File: src/hdl/rhp_pkg.sv
// rtp header parser package: widths, status codes, queue descriptor and result types
// used by every module of the rtp_header_parser block but rhp_ram; no dependencies
`default_nettype none

package rhp_pkg;

    // sizing of the block
    localparam int MAX_PACKET_BYTES = 65535;
    localparam int MAX_SOURCES      = 15;

    localparam int COUNT_W     = 16;
    localparam int HDR_BYTES   = 12;
    localparam int SRC_IDX_W   = 4;
    localparam int SRC_SLOTS   = 1 << SRC_IDX_W;
    localparam int BANK_W      = 2;
    localparam int BANKS       = 1 << BANK_W;
    localparam int OUTST_W     = BANK_W + 1;
    localparam int RAM_DEPTH   = BANKS * SRC_SLOTS;
    localparam int RAM_AW      = BANK_W + SRC_IDX_W;
    localparam int WORD_W      = 32;
    localparam int OFF_W       = 19;
    localparam int QUEUE_DEPTH = 2;
    localparam int TDATA_W     = 160;

    // header constants
    localparam logic [1:0]  RTP_VERSION    = 2'b10;
    localparam logic [16:0] EXT_WORDS_NONE = 17'h1FFFF;
    localparam logic        KIND_SUMMARY   = 1'b0;
    localparam logic        KIND_SOURCE    = 1'b1;

    typedef enum logic [3:0] {
        ST_OK            = 4'd0,
        ST_NOT_RTP       = 4'd1,
        ST_CSRC_SHORT    = 4'd2,
        ST_EXT_HDR_SHORT = 4'd3,
        ST_EXT_BODY_SHORT= 4'd4,
        ST_NO_PAD        = 4'd5,
        ST_PAD_ZERO      = 4'd6,
        ST_PAD_TOO_BIG   = 4'd7,
        ST_TOO_LONG      = 4'd8
    } status_t;

    typedef enum logic {
        PH_SUMMARY = 1'b0,
        PH_SOURCES = 1'b1
    } phase_t;

    // one classified packet, waiting in the queue for the back end
    typedef struct packed {
        status_t                        status;
        logic [COUNT_W-1:0]             plen_raw;
        logic [15:0]                    offset;
        logic [7:0]                     pad_byte;
        logic                           padding;
        logic                           ext;
        logic [3:0]                     cc;
        logic [HDR_BYTES-1:0][7:0]      header;
        logic [15:0]                    ext_profile;
        logic [15:0]                    ext_length;
        logic [BANK_W-1:0]              bank;
    } desc_t;

    typedef struct packed {
        logic  push;
        desc_t desc;
    } q_push_t;

    typedef struct packed {
        logic              we;
        logic [RAM_AW-1:0] addr;
        logic [WORD_W-1:0] data;
    } ram_wr_t;

    typedef struct packed {
        logic              re;
        logic [RAM_AW-1:0] addr;
    } ram_rd_t;

    // one result word before packing
    typedef struct packed {
        logic               kind;
        status_t            status;
        logic               marker;
        logic [6:0]         pay_type;
        logic [15:0]        seq_num;
        logic [31:0]        timestamp;
        logic [WORD_W-1:0]  source_id;
        logic [15:0]        ext_profile;
        logic [16:0]        ext_words;
        logic [15:0]        payload_offset;
        logic [15:0]        pay_len;
        logic               last_result;
    } result_t;

endpackage

`default_nettype wire

File: src/hdl/rhp_ram.sv
// generic single-write, single-read memory with registered read data
// no dependencies
`default_nettype none

module rhp_ram #(
    parameter int WIDTH = 32,
    parameter int DEPTH = 64,
    localparam int AW = $clog2(DEPTH)
) (
    input  wire logic             aclk,
    input  wire logic             wr_en,
    input  wire logic [AW-1:0]    wr_addr,
    input  wire logic [WIDTH-1:0] wr_data,
    input  wire logic             rd_en,
    input  wire logic [AW-1:0]    rd_addr,
    output logic      [WIDTH-1:0] rd_data
);

    logic [WIDTH-1:0] mem_reg [DEPTH];

    // write port
    always_ff @(posedge aclk) begin
        if (wr_en) begin
            mem_reg[wr_addr] <= wr_data;
        end
    end

    // read port, data held until the next read
    always_ff @(posedge aclk) begin
        if (rd_en) begin
            rd_data <= mem_reg[rd_addr];
        end
    end

endmodule

`default_nettype wire

File: src/hdl/rhp_front.sv
// front end: byte capture, csrc writes into the source memory, packet snapshot and length checks
// depends on rhp_pkg
`default_nettype none

module rhp_front import rhp_pkg::*; (
    input  wire logic       aclk,
    input  wire logic       aresetn,
    input  wire logic       s_tvalid,
    output logic            s_tready,
    input  wire logic [7:0] s_tdata,
    input  wire logic       s_tlast,
    output ram_wr_t         ram_wr,
    output q_push_t         q_in,
    input  wire logic       q_full,
    input  wire logic       pkt_done
);

    logic [COUNT_W-1:0]        byte_count_reg, byte_count_next;
    logic                      overflow_reg, overflow_next;
    logic [HDR_BYTES-1:0][7:0] hdr_reg, hdr_next;
    logic [23:0]               word_reg, word_next;
    logic [15:0]               ext_prof_reg, ext_prof_next;
    logic [15:0]               ext_len_reg, ext_len_next;
    logic [BANK_W-1:0]         bank_reg, bank_next;
    logic [OUTST_W-1:0]        outst_reg, outst_next;

    logic                      snap_valid_reg, snap_valid_next;
    logic [COUNT_W-1:0]        snap_len_reg;
    logic                      snap_ovf_reg;
    logic [HDR_BYTES-1:0][7:0] snap_hdr_reg;
    logic [15:0]               snap_prof_reg;
    logic [15:0]               snap_extlen_reg;
    logic [7:0]                snap_pad_reg;
    logic [BANK_W-1:0]         snap_bank_reg;

    logic                      accept, eop, push;
    logic [COUNT_W-1:0]        cap_count;
    logic                      cap_ovf;
    logic [HDR_BYTES-1:0][7:0] cap_hdr;
    logic [15:0]               cap_prof, cap_len;
    logic [3:0]                cc;
    logic [6:0]                hoff, ext_lim, rel_csrc;
    logic                      in_hdr, in_csrc, in_ext;

    assign accept = s_tvalid && s_tready;
    assign eop    = accept && s_tlast;
    assign push   = snap_valid_reg && !q_full;

    // a byte is taken only with a free source bank and room in the snapshot
    assign s_tready = (outst_reg != OUTST_W'(BANKS)) && (!snap_valid_reg || push);

    // where the current byte falls in the header
    assign cc       = hdr_reg[0][3:0];
    assign hoff     = 7'(HDR_BYTES) + {1'b0, cc, 2'b00};
    assign ext_lim  = hoff + 7'd4;
    assign rel_csrc = byte_count_reg[6:0] - 7'(HDR_BYTES);
    assign in_hdr   = byte_count_reg < COUNT_W'(HDR_BYTES);
    assign in_csrc  = !in_hdr && (byte_count_reg < {9'b0, hoff});
    assign in_ext   = !in_hdr && !in_csrc && hdr_reg[0][4] && (byte_count_reg < {9'b0, ext_lim});

    // byte capture
    always_comb begin
        cap_count = byte_count_reg;
        cap_ovf   = overflow_reg;
        cap_hdr   = hdr_reg;
        cap_prof  = ext_prof_reg;
        cap_len   = ext_len_reg;
        word_next = word_reg;
        ram_wr    = '0;
        if (accept) begin
            if (byte_count_reg >= COUNT_W'(MAX_PACKET_BYTES)) begin
                cap_ovf = 1'b1;
            end else begin
                cap_count = byte_count_reg + 1'b1;
                if (in_hdr) begin
                    cap_hdr[byte_count_reg[3:0]] = s_tdata;
                end else if (in_csrc) begin
                    word_next = {word_reg[15:0], s_tdata};
                    if ((rel_csrc[1:0] == 2'b11) &&
                        (rel_csrc[5:2] < SRC_IDX_W'(MAX_SOURCES))) begin
                        ram_wr.we   = 1'b1;
                        ram_wr.addr = {bank_reg, rel_csrc[5:2]};
                        ram_wr.data = {word_reg, s_tdata};
                    end
                end else if (in_ext) begin
                    if (!byte_count_reg[1]) begin
                        cap_prof = {ext_prof_reg[7:0], s_tdata};
                    end else begin
                        cap_len = {ext_len_reg[7:0], s_tdata};
                    end
                end
            end
        end
    end

    // packet state clears after the last byte
    always_comb begin
        byte_count_next = eop ? '0 : cap_count;
        overflow_next   = eop ? 1'b0 : cap_ovf;
        hdr_next        = eop ? '0 : cap_hdr;
        ext_prof_next   = eop ? '0 : cap_prof;
        ext_len_next    = eop ? '0 : cap_len;
        bank_next       = eop ? bank_reg + 1'b1 : bank_reg;
        outst_next      = outst_reg + OUTST_W'(eop) - OUTST_W'(pkt_done);
        snap_valid_next = eop ? 1'b1 : (push ? 1'b0 : snap_valid_reg);
    end

    always_ff @(posedge aclk) begin
        if (!aresetn) begin
            byte_count_reg <= '0;
            overflow_reg   <= 1'b0;
            hdr_reg        <= '0;
            ext_prof_reg   <= '0;
            ext_len_reg    <= '0;
            bank_reg       <= '0;
            outst_reg      <= '0;
            snap_valid_reg <= 1'b0;
        end else begin
            byte_count_reg <= byte_count_next;
            overflow_reg   <= overflow_next;
            hdr_reg        <= hdr_next;
            ext_prof_reg   <= ext_prof_next;
            ext_len_reg    <= ext_len_next;
            bank_reg       <= bank_next;
            outst_reg      <= outst_next;
            snap_valid_reg <= snap_valid_next;
        end
    end

    // snapshot of a finished packet and the csrc byte shifter
    always_ff @(posedge aclk) begin
        word_reg <= word_next;
        if (eop) begin
            snap_len_reg    <= cap_count;
            snap_ovf_reg    <= cap_ovf;
            snap_hdr_reg    <= cap_hdr;
            snap_prof_reg   <= cap_prof;
            snap_extlen_reg <= cap_len;
            snap_pad_reg    <= s_tdata;
            snap_bank_reg   <= bank_reg;
        end
    end

    // length checks on the snapshot
    logic [7:0]       h0;
    logic [6:0]       off0;
    logic [OFF_W-1:0] hdr_end, body_end, off_sel, len_w;
    status_t          early;

    assign h0       = snap_hdr_reg[0];
    assign off0     = 7'(HDR_BYTES) + {1'b0, h0[3:0], 2'b00};
    assign hdr_end  = {12'b0, off0} + OFF_W'(4);
    assign body_end = hdr_end + {1'b0, snap_extlen_reg, 2'b00};
    assign off_sel  = h0[4] ? body_end : {12'b0, off0};
    assign len_w    = {3'b0, snap_len_reg};

    always_comb begin
        if (snap_ovf_reg) begin
            early = ST_TOO_LONG;
        end else if ((snap_len_reg < COUNT_W'(HDR_BYTES)) || (h0[7:6] != RTP_VERSION)) begin
            early = ST_NOT_RTP;
        end else if (len_w < {12'b0, off0}) begin
            early = ST_CSRC_SHORT;
        end else if (h0[4] && (len_w < hdr_end)) begin
            early = ST_EXT_HDR_SHORT;
        end else if (h0[4] && (len_w < body_end)) begin
            early = ST_EXT_BODY_SHORT;
        end else begin
            early = ST_OK;
        end
    end

    // descriptor into the queue
    always_comb begin
        q_in.push             = push;
        q_in.desc.status      = early;
        q_in.desc.plen_raw    = snap_len_reg - off_sel[15:0];
        q_in.desc.offset      = off_sel[15:0];
        q_in.desc.pad_byte    = snap_pad_reg;
        q_in.desc.padding     = h0[5];
        q_in.desc.ext         = h0[4];
        q_in.desc.cc          = h0[3:0];
        q_in.desc.header      = snap_hdr_reg;
        q_in.desc.ext_profile = snap_prof_reg;
        q_in.desc.ext_length  = snap_extlen_reg;
        q_in.desc.bank        = snap_bank_reg;
    end

endmodule

`default_nettype wire

File: src/hdl/rhp_queue.sv
// short descriptor queue between the front end and the back end
// depends on rhp_pkg
`default_nettype none

module rhp_queue import rhp_pkg::*; (
    input  wire logic aclk,
    input  wire logic aresetn,
    input  q_push_t   q_in,
    output logic      q_full,
    output logic      head_valid,
    output desc_t     head,
    input  wire logic pop
);

    localparam int PTR_W = $clog2(QUEUE_DEPTH);

    desc_t            entry_reg [QUEUE_DEPTH];
    logic [PTR_W-1:0] wr_ptr_reg, wr_ptr_next;
    logic [PTR_W-1:0] rd_ptr_reg, rd_ptr_next;
    logic [PTR_W:0]   count_reg, count_next;

    assign q_full     = count_reg == (PTR_W + 1)'(QUEUE_DEPTH);
    assign head_valid = count_reg != '0;
    assign head       = entry_reg[rd_ptr_reg];

    // pointer and fill count
    always_comb begin
        wr_ptr_next = wr_ptr_reg;
        rd_ptr_next = rd_ptr_reg;
        if (q_in.push) begin
            wr_ptr_next = (wr_ptr_reg == PTR_W'(QUEUE_DEPTH - 1)) ? '0 : wr_ptr_reg + 1'b1;
        end
        if (pop) begin
            rd_ptr_next = (rd_ptr_reg == PTR_W'(QUEUE_DEPTH - 1)) ? '0 : rd_ptr_reg + 1'b1;
        end
        count_next = count_reg + (PTR_W + 1)'(q_in.push) - (PTR_W + 1)'(pop);
    end

    always_ff @(posedge aclk) begin
        if (!aresetn) begin
            wr_ptr_reg <= '0;
            rd_ptr_reg <= '0;
            count_reg  <= '0;
        end else begin
            wr_ptr_reg <= wr_ptr_next;
            rd_ptr_reg <= rd_ptr_next;
            count_reg  <= count_next;
        end
    end

    // entry storage
    always_ff @(posedge aclk) begin
        if (q_in.push) begin
            entry_reg[wr_ptr_reg] <= q_in.desc;
        end
    end

endmodule

`default_nettype wire

File: src/hdl/rhp_back.sv
// back end: padding checks, summary word, csrc words read from the source memory, output stage
// depends on rhp_pkg
`default_nettype none

module rhp_back import rhp_pkg::*; (
    input  wire logic               aclk,
    input  wire logic               aresetn,
    input  wire logic               head_valid,
    input  desc_t                   head,
    output logic                    pop,
    output ram_rd_t                 ram_rd,
    input  wire logic [WORD_W-1:0]  ram_data,
    output logic                    m_tvalid,
    input  wire logic               m_tready,
    output logic [TDATA_W-1:0]      m_tdata,
    output logic                    m_tuser,
    output logic                    m_tlast
);

    phase_t                 phase_reg, phase_next;
    logic [SRC_IDX_W-1:0]   idx_reg, idx_next;
    logic [SRC_IDX_W-1:0]   nsrc_reg, nsrc_next;
    logic                   p1_valid_reg, p1_valid_next;
    result_t                p1_res_reg;
    logic                   p1_ram_reg;
    logic                   m_valid_reg, m_valid_next;
    result_t                m_res_reg;

    logic                   m_free, p1_go, issue;
    status_t                fin;
    logic [15:0]            plen;
    logic [SRC_IDX_W-1:0]   nsrc;
    logic                   src_last;
    result_t                sum_res, src_res, issue_res;

    assign m_free = !m_valid_reg || m_tready;
    assign p1_go  = p1_valid_reg && m_free;
    assign issue  = head_valid && (!p1_valid_reg || m_free);

    // padding checks finish the status
    always_comb begin
        fin  = head.status;
        plen = head.plen_raw;
        if ((head.status == ST_OK) && head.padding) begin
            if (head.plen_raw == '0) begin
                fin = ST_NO_PAD;
            end else if (head.pad_byte == 8'd0) begin
                fin = ST_PAD_ZERO;
            end else if (head.plen_raw < {8'b0, head.pad_byte}) begin
                fin = ST_PAD_TOO_BIG;
            end else begin
                plen = head.plen_raw - {8'b0, head.pad_byte};
            end
        end
    end

    always_comb begin
        if (fin != ST_OK) begin
            nsrc = '0;
        end else if (head.cc < SRC_IDX_W'(MAX_SOURCES)) begin
            nsrc = head.cc;
        end else begin
            nsrc = SRC_IDX_W'(MAX_SOURCES);
        end
    end

    assign src_last = ({1'b0, idx_reg} + 1'b1) == {1'b0, nsrc_reg};

    // summary word
    always_comb begin
        sum_res           = '0;
        sum_res.kind      = KIND_SUMMARY;
        sum_res.status    = fin;
        sum_res.ext_words = EXT_WORDS_NONE;
        if ((fin != ST_NOT_RTP) && (fin != ST_TOO_LONG)) begin
            sum_res.marker    = head.header[1][7];
            sum_res.pay_type  = head.header[1][6:0];
            sum_res.seq_num   = {head.header[2], head.header[3]};
            sum_res.timestamp = {head.header[4], head.header[5],
                                 head.header[6], head.header[7]};
            sum_res.source_id = {head.header[8], head.header[9],
                                 head.header[10], head.header[11]};
        end
        if (fin == ST_OK) begin
            if (head.ext) begin
                sum_res.ext_profile = head.ext_profile;
                sum_res.ext_words   = {1'b0, head.ext_length};
            end
            sum_res.payload_offset = head.offset;
            sum_res.pay_len        = plen;
        end
        sum_res.last_result = nsrc == '0;
    end

    // source entry word, id filled from memory on the way out
    always_comb begin
        src_res             = '0;
        src_res.kind        = KIND_SOURCE;
        src_res.status      = ST_OK;
        src_res.ext_words   = EXT_WORDS_NONE;
        src_res.last_result = src_last;
    end

    // phase next state
    always_comb begin
        phase_next = phase_reg;
        unique case (phase_reg)
            PH_SUMMARY: begin
                if (issue && (nsrc != '0)) begin
                    phase_next = PH_SOURCES;
                end
            end
            PH_SOURCES: begin
                if (issue && src_last) begin
                    phase_next = PH_SUMMARY;
                end
            end
            default: phase_next = PH_SUMMARY;
        endcase
    end

    // phase outputs
    always_comb begin
        pop         = 1'b0;
        ram_rd.re   = 1'b0;
        ram_rd.addr = {head.bank, idx_reg};
        issue_res   = sum_res;
        idx_next    = idx_reg;
        nsrc_next   = nsrc_reg;
        unique case (phase_reg)
            PH_SUMMARY: begin
                if (issue) begin
                    pop       = nsrc == '0;
                    idx_next  = '0;
                    nsrc_next = nsrc;
                end
            end
            PH_SOURCES: begin
                issue_res = src_res;
                if (issue) begin
                    pop       = src_last;
                    ram_rd.re = 1'b1;
                    idx_next  = idx_reg + 1'b1;
                end
            end
            default: begin
                issue_res = sum_res;
            end
        endcase
    end

    always_comb begin
        p1_valid_next = issue ? 1'b1 : (p1_go ? 1'b0 : p1_valid_reg);
        m_valid_next  = p1_go ? 1'b1 : (m_tready ? 1'b0 : m_valid_reg);
    end

    always_ff @(posedge aclk) begin
        if (!aresetn) begin
            phase_reg    <= PH_SUMMARY;
            idx_reg      <= '0;
            nsrc_reg     <= '0;
            p1_valid_reg <= 1'b0;
            m_valid_reg  <= 1'b0;
        end else begin
            phase_reg    <= phase_next;
            idx_reg      <= idx_next;
            nsrc_reg     <= nsrc_next;
            p1_valid_reg <= p1_valid_next;
            m_valid_reg  <= m_valid_next;
        end
    end

    // issue stage and output register
    always_ff @(posedge aclk) begin
        if (issue) begin
            p1_res_reg <= issue_res;
            p1_ram_reg <= phase_reg == PH_SOURCES;
        end
        if (p1_go) begin
            m_res_reg <= p1_res_reg;
            if (p1_ram_reg) begin
                m_res_reg.source_id <= ram_data;
            end
        end
    end

    assign m_tvalid = m_valid_reg;
    assign m_tuser  = m_res_reg.kind;
    assign m_tlast  = m_res_reg.last_result;
    assign m_tdata  = {3'b000,
                       m_res_reg.pay_len,
                       m_res_reg.payload_offset,
                       m_res_reg.ext_words,
                       m_res_reg.ext_profile,
                       m_res_reg.source_id,
                       m_res_reg.timestamp,
                       m_res_reg.seq_num,
                       m_res_reg.pay_type,
                       m_res_reg.marker,
                       m_res_reg.status};

endmodule

`default_nettype wire

File: src/hdl/rtp_header_parser.sv
// rtp header parser top level: one packet byte per word in, summary and csrc words out.
// the summary word passes snapshot, queue, issue stage and output register; csrc words
// follow one per cycle while m_tready is high. input runs at one byte per cycle; bytes wait
// while a full two-entry queue holds a finished packet or all four source banks are busy.
// reset (aresetn low, synchronous) clears counters, queue and output stage; the source
// memory is not cleared. depends on rhp_pkg, rhp_ram, rhp_front, rhp_queue, rhp_back
`default_nettype none

module rtp_header_parser import rhp_pkg::*; (
    input  wire logic               aclk,
    input  wire logic               aresetn,
    input  wire logic               s_tvalid,
    output logic                    s_tready,
    input  wire logic [7:0]         s_tdata,   // data_byte[7:0]
    input  wire logic               s_tlast,
    output logic                    m_tvalid,
    input  wire logic               m_tready,
    // status[3:0] marker[4] pay_type[11:5] seq_num[27:12]
    // timestamp[59:28] source_id[91:60] ext_profile[107:92] ext_words[124:108]
    // payload_offset[140:125] pay_len[156:141], zero fill above
    output logic [TDATA_W-1:0]      m_tdata,
    output logic                    m_tuser,   // kind[0]
    output logic                    m_tlast
);

    ram_wr_t           ram_wr;
    ram_rd_t           ram_rd;
    logic [WORD_W-1:0] ram_data;
    q_push_t           q_in;
    logic              q_full;
    logic              head_valid;
    desc_t             head;
    logic              pkt_done;

    rhp_front u_front (
        .aclk     (aclk),
        .aresetn  (aresetn),
        .s_tvalid (s_tvalid),
        .s_tready (s_tready),
        .s_tdata  (s_tdata),
        .s_tlast  (s_tlast),
        .ram_wr   (ram_wr),
        .q_in     (q_in),
        .q_full   (q_full),
        .pkt_done (pkt_done)
    );

    rhp_ram #(
        .WIDTH (WORD_W),
        .DEPTH (RAM_DEPTH)
    ) u_src_ram (
        .aclk    (aclk),
        .wr_en   (ram_wr.we),
        .wr_addr (ram_wr.addr),
        .wr_data (ram_wr.data),
        .rd_en   (ram_rd.re),
        .rd_addr (ram_rd.addr),
        .rd_data (ram_data)
    );

    rhp_queue u_queue (
        .aclk       (aclk),
        .aresetn    (aresetn),
        .q_in       (q_in),
        .q_full     (q_full),
        .head_valid (head_valid),
        .head       (head),
        .pop        (pkt_done)
    );

    rhp_back u_back (
        .aclk       (aclk),
        .aresetn    (aresetn),
        .head_valid (head_valid),
        .head       (head),
        .pop        (pkt_done),
        .ram_rd     (ram_rd),
        .ram_data   (ram_data),
        .m_tvalid   (m_tvalid),
        .m_tready   (m_tready),
        .m_tdata    (m_tdata),
        .m_tuser    (m_tuser),
        .m_tlast    (m_tlast)
    );

    // the front end never pushes into a full queue
    assert property (@(posedge aclk) disable iff (!aresetn) q_in.push |-> !q_full)
        else $error("descriptor pushed into full queue");

    // the back end only retires a packet that is in the queue
    assert property (@(posedge aclk) disable iff (!aresetn) pkt_done |-> head_valid)
        else $error("packet retired from empty queue");

    // a failed summary ends its packet
    assert property (@(posedge aclk) disable iff (!aresetn)
        (m_tvalid && (m_tuser == KIND_SUMMARY) && (m_tdata[3:0] != ST_OK)) |-> m_tlast)
        else $error("failed summary not marked last");

    // source words only follow good packets
    assert property (@(posedge aclk) disable iff (!aresetn)
        (m_tvalid && (m_tuser == KIND_SOURCE)) |-> (m_tdata[3:0] == ST_OK))
        else $error("source word with bad status");

endmodule

`default_nettype wire
File: config.mk
export PLATFORM = sky130hd
export DESIGN_NAME = rtp_header_parser
export DESIGN_NICKNAME = d
export VERILOG_FILES = /design/src/hdl/rhp_pkg.sv /design/src/hdl/rhp_ram.sv /design/src/hdl/rhp_front.sv /design/src/hdl/rhp_queue.sv /design/src/hdl/rhp_back.sv /design/src/hdl/rtp_header_parser.sv
export SDC_FILE = /design/constraint.sdc
export NUM_CORES = 2
export LEC_CHECK = 0
export ABC_AREA = 1
export BUFFER_PORTS_ARGS = -buffer_cell sky130_fd_sc_hd__buf_2
export CORE_MARGIN = 4
export CORE_UTILIZATION = 52
export DETAILED_ROUTE_END_ITERATION = 6
export PLACE_DENSITY = 0.68
export SYNTH_ARGS = -nofsm -noshare
export SYNTH_HDL_FRONTEND = slang
export SYNTH_SLANG_ARGS = --single-unit
File: constraint.sdc
create_clock -name aclk -period 21.7 [get_ports aclk]
set_input_delay 5.425 -clock aclk [delete_from_list [all_inputs] [get_ports aclk]]
set_output_delay 5.425 -clock aclk [all_outputs]
set_load 0.1 [all_outputs]
### After elaboration in Yosys (flattened, before gate mapping)

Memory sizes are Yosys's and may differ from the RTL's. A register that Yosys moved wholly into a read port is not among the register bits.
Cells that the tools add are included.

* RAM bits: 2408
* memories kept: 2
* output and inout bits: 164
* register bits: 664
* word-level logic and storage cells: 240
* input port bits: 13

* equality and inequality tests: 9
* bitwise operators: 7
* magnitude comparators: 13
* multiplexer cells: 73
* reduce and logical (&&, ||, !) cells: 46
* $add $sub $neg: 18

Memories
* u_src_ram.mem_reg: depth 64, bits a word 32, read ports 1, clocked after memory_dff 1, write ports 1, line rhp_ram.sv:19 `logic [WIDTH-1:0] mem_reg [DEPTH];`
* u_queue.entry_reg: depth 2, bits a word 180, read ports 1, clocked after memory_dff 1, write ports 1, line rhp_queue.sv:17 `desc_t entry_reg [QUEUE_DEPTH];`

Operator list (number)
* $mux W16: 19
* $mux W96: 3
* $mux W39: 5
* $mux W159: 1
* $bwmux W96: 1
* $mux W88: 1
* $mux W65: 1
* $lt A16 B7 Y1: 3
* $mux W4: 12
* $lt A16 B19 Y1: 2
* $mux W33: 1
* $demux W8 S4: 1
* $lt A16 B4 Y1 const B: 2
* $mux W32: 1
* $mux W1: 22
* $add A8 B18 Y19: 1
* $logic_and A1 B1 Y1: 18
* $add A16 B1 Y16 const B: 1
* $ge A16 B16 Y1 const B: 1
* $logic_not A16 Y1: 1
* $lt A16 B8 Y1: 1
* $sub A16 B16 Y16: 1
* $sub A16 B8 Y16: 1
* $add A4 B6 Y7 const A: 2
* 36 further kinds: 64

### Longest topological paths before layout

* word-level depth: 12
* mapped depth: 28
* gate-level depth less buffers: 28

### By module

From an unflattened synthesis, not the netlist that was laid out.

* cells, all modules: 9887
* area, all modules: 124475.6 um^2

By module, submodules not included
* rhp_ram: sequential area each 62459.9 um^2, cells an instance 6769, instances 1, area each 83058.4 um^2
* rhp_front: sequential area each 8398.1 um^2, cells an instance 1647, instances 1, area each 15237.1 um^2
* rhp_queue: sequential area each 10910.5 um^2, cells an instance 593, instances 1, area each 13613.1 um^2
* rhp_back: sequential area each 9769.4 um^2, cells an instance 878, instances 1, area each 12567.1 um^2

### Worst setup path before layout

OpenSTA, ideal clock, no wires.

* path type: input port to flip-flop
* start point: in m_tready
* end point: reg u_back.m_res_reg (netlist bit u_back.m_tdata[0]), enable pin
* required time: 20976 ps
* arrival time: 13005 ps
* setup slack: 7970 ps
* setup time: 724 ps
* buffers on the path: 0
* stages on the path: 2
* cells stage by stage: inv_1 > a21oi_1

* longest elaborated chain between the ends: 2

RTL lines
* start: declaration: line rtp_header_parser.sv:17 `input wire logic m_tready,`
* $logic_or A1 B1 Y1: line rhp_back.sv:36 `assign m_free = !m_valid_reg || m_tready;`
* $logic_and A1 B1 Y1: line rhp_back.sv:37 `assign p1_go = p1_valid_reg && m_free;`
* end signal: assignment: line rhp_back.sv:180 `m_res_reg <= p1_res_reg;`
* end: declaration: line rhp_back.sv:27 `result_t m_res_reg;`

No other way between the ends.
A chain may end at the register's enable or synchronous reset.

### Final worst setup path

* start point: in s_tvalid
* end point: mem u_src_ram.mem_reg[40][20], enable pin

* longest elaborated chain between the ends: 4

RTL lines
* start: declaration: line rtp_header_parser.sv:12 `input wire logic s_tvalid,`
* $logic_and A1 B1 Y1 *: line rhp_front.sv:45 `assign accept = s_tvalid && s_tready;`
* $mux W39 *: line rhp_front.sv:70 `if (accept) begin`
* $mux W1: line rhp_ram.sv:23 `if (wr_en) begin`
* $mux W1 (implied by the code): line rhp_ram.sv:24 `mem_reg[wr_addr] <= wr_data;`
* end: declaration: line rhp_ram.sv:19

Mark *: on every way between the ends. The rest lies on a longest branch, timed or not.

==> metrics.csv <==
stage,metric,value,unit
yosys,sequential area share after synthesis,75.9,%
yosys,Async SR Flop Fraction,0,%
layout,post-route insts no fill,12407,
sta,measured slew at the worst slew-check pin,1.54,ns
yosys,Synth area leader,edfxtp_1,
route,antenna-violating nets left,0,
yosys,share of the synthesized area in the top cell type,73.1,%
critical_path,critical path depth,10,
cts,clock sinks,3080,
die,IO Pins,177,
route,DR vias/cell,6.06,
cts,CTS Buf Count,320,
critical_path,Critical path buffers and inverters,4,
worst_hold_path,Hold Crit Class,flop to flop,
sta,hold slack,0.410,ns
die,Die H,488,um
sta,Final Skew,0.0683,ns
yosys,number of flops mapped to enable cells by yosys,2913,
die,# rows,175,
die,DIE AREA,238000,um2
critical_path,Critical Path Slowest Stage Cell,nor2_4,
global_route,vias in the first global route,71480,
cts,CTS tree,built,
yosys,syn_area_per_cell,13.2,um2
critical_path,crit end category,flop,
placement,GP Congestion,0.912,
sta,Hold Fails Final Rpt,0,
global_route,Total Routing Usage GR,26.0,%
sta,Slew HR,-3.45,%
route,DRT iter0 DRCs,9399,
die,DIE WIDTH,488,um
route,post-DR wirelength/cell,25.5,um
sta,crit share post-route,41.6,%
global_route,initial antenna violation count,14,
sta,Fmax,0.111,GHz
layout,Fill cells,17323,
yosys,synth cell count leaders,"edfxtp_1, nor2_1, o21ai_0, o22ai_1, nand2_1",
route,drt first pass iters,6,
sta,RSZ-0062 raised after global routing,no,
sta,Final setup viols,0,
layout,layout cells sized above 1,10.3,%
route,via count,75141,
yosys,Synth Flop Type,edfxtp_1,
cts,"Reg clk slew, reported paths",0.06,ns
critical_path,R2R setup slack,15.34,ns
critical_path,CP Launch Type,primary input,
critical_path,crit-path cells,"buf_2, nand2_1, a21oi_2, buf_4, nand2_1, inv_1, nand3_4, inv_2, nand4_1, nor2_4",
yosys,"count leader, synth",edfxtp_1,
layout,max reg flops,2048,
critical_path,CP arrival,9.57,ns
power_and_ir_drop,worst vdd ir,0.0000870,V
critical_path,worst-path fanout max,32,
layout,Nets,9247,
yosys,"FF+latch count, synth",3080,
cts,# resized after CTS,0,
placement,dpl hpwl,180,mm
critical_path,worst reg2reg path depth,10,
outcome,status,finished with violations,
worst_hold_path,Hold Path Stages,0,
sta,fin. max-slew vios,3,
outcome,failing checks,"max-capacitance violations, max-slew violations",
global_route,"Remaining Overflow, GRT",0,
placement,placed cells,11844,
yosys,Synth cell types,60,
critical_path,crit-path max cell delay,1.29,ns
cts,Worst-Skew Late Latency,0.98,ns
critical_path,Crit path max-delay family,simple AND/OR/NAND/NOR gates,
global_route,first-pass GRT wire length,462,mm
die,initial core utilization,52.5,%
cts,# hold bufs at CTS,0,
cts,Clk Tree Root Cell,clkbuf_16,
sta,setup TNS,0,ns
job,Max-Cap Viols,3,
critical_path,Crit path top cell by count,nand2_1,
route,DRC,0,
layout,Layout area overhead,12.0,%
cts,# Post-CTS Setup Buffers,0,
critical_path,WS Path Type,primary input to flop,
yosys,Cells after Synth,9089,
placement,placed instance area,124000,um2
die,Core Region,228000,um2
route,final WL,316,mm
cts,clk buf depth,4,
global_route,largest net degree at the start of global routing,187,
power_and_ir_drop,power density cells,106,nW/um2
yosys,"Cell Area, Synth",120000,um2
yosys,synth top area cells,"edfxtp_1, o21ai_0, nor2_1, o22ai_1, dfxtp_1",
cts,# H-tree levels,5,
power_and_ir_drop,leakage power,40.3,nW
sta,min cycle time layout,9.03,ns
critical_path,WP data required,22.24,ns
layout,fin area,134000,um2
yosys,Syn. warnings,0,
power_and_ir_drop,total power,14.2,mW
placement,Port Buffers,171,
[worst paths after layout]
kind,from,endpoint
worst max-delay path,s_tvalid,u_src_ram.mem_reg[40][20]$_DFFE_PP_
worst min-delay path,u_back.p1_res_reg[153]$_SDFFCE_PP0P_,u_back.m_tdata[4]$_DFFE_PP_
worst max register to register,u_back.idx_reg[0]$_SDFFE_PN0P_,u_src_ram.rd_data[20]$_DFFE_PP_
worst min register to register,u_back.p1_res_reg[153]$_SDFFCE_PP0P_,u_back.m_tdata[4]$_DFFE_PP_
[metal layers]
layer / share of wire [%] / global-route usage, % / wire length, um
met5: 0.0085 / 0 / 27
met4: 4.6 / 11.2 / 14400
met3: 10 / 5.71 / 32600
met2: 46 / 40.5 / 147000
met1: 39 / 35.7 / 123000
[per-stage QoR]
| step | util, % | setup WS [ns] |
|---|---|---|
| 4_1_cts | 58.8 | 12.83 |
| 6_report | 58.8 | 12.67 |
| 3_3_place_gp | 54.4 | 11.89 |
| 2_1_floorplan | - | 7.97 |
| 3_5_place_dp | 54.4 | 11.84 |
| 5_1_grt | 58.8 | 12.68 |
[layout by cell type, fill, tap and decap left out, types with 29 or more instances in the layout]
cell	instances
a211oi_1	103
a21oi_1	241
a21oi_2	40
buf_2	171
buf_4	134
bufinv_16	29
clkbuf_1	67
clkbuf_16	329
clkinv_1	66
clkinv_2	46
dfxtp_1	162
edfxtp_1	2913
ha_1	73
inv_1	369
mux2_2	32
nand2_1	557
nand3_1	46
nor2_1	1622
nor2_4	102
o21ai_0	1382
o22ai_1	623
xor2_1	39
[worst reg2reg max path, stage by stage, from the launching register on]
cell and delay [ns]:
dfxtp_4 0.49, inv_8 0.63, buf_4 0.77, buf_4 0.74, buf_4 0.87, o21ai_0 0.20
o22ai_1 0.16, o21ai_0 0.24, o221ai_1 0.66, o21ai_0 0.76, o22ai_1 0.59
[cell type report]
cell class / instances / area (um2) / share of cell area, %
sequential: 3080 / 90800 / 67.7
multi-input combinational: 5060 / 25900 / 19.3
clock buffer: 401 / 8550 / 6.38
tap: 3009 / 3760 / 2.81
timing repair buffer: 312 / 2000 / 1.49
clock inverter: 155 / 1490 / 1.11
inverter: 383 / 1480 / 1.10
antenna: 7 / 17.5 / 0.0131
[cells by family after synthesis]
| group | synth area share, % |
|---|---|
| other | 0.00628 |
| buffers and inverters | 3.13 |
| AND/OR/NAND/NOR | 7.85 |
| multiplexers | 0.309 |
| AO/OA/AOI/OAI | 11.6 |
| XOR/XNOR | 0.395 |
| flip-flops | 75.9 |
| adder cells (fa/ha/maj) | 0.830 |
[report_power, final]
| group | switching, mW | leakage (nW) | internal (mW) | total, mW |
|---|---|---|---|---|
| clock | 2.20 | 4.90 | 3.13 | 5.32 |
| sequential | 0.133 | 23.5 | 6.89 | 7.02 |
| combinational | 1.50 | 11.9 | 0.334 | 1.84 |
| total | 3.83 | 40.3 | 10.3 | 14.2 |
(Power assumes the default switching activity.)
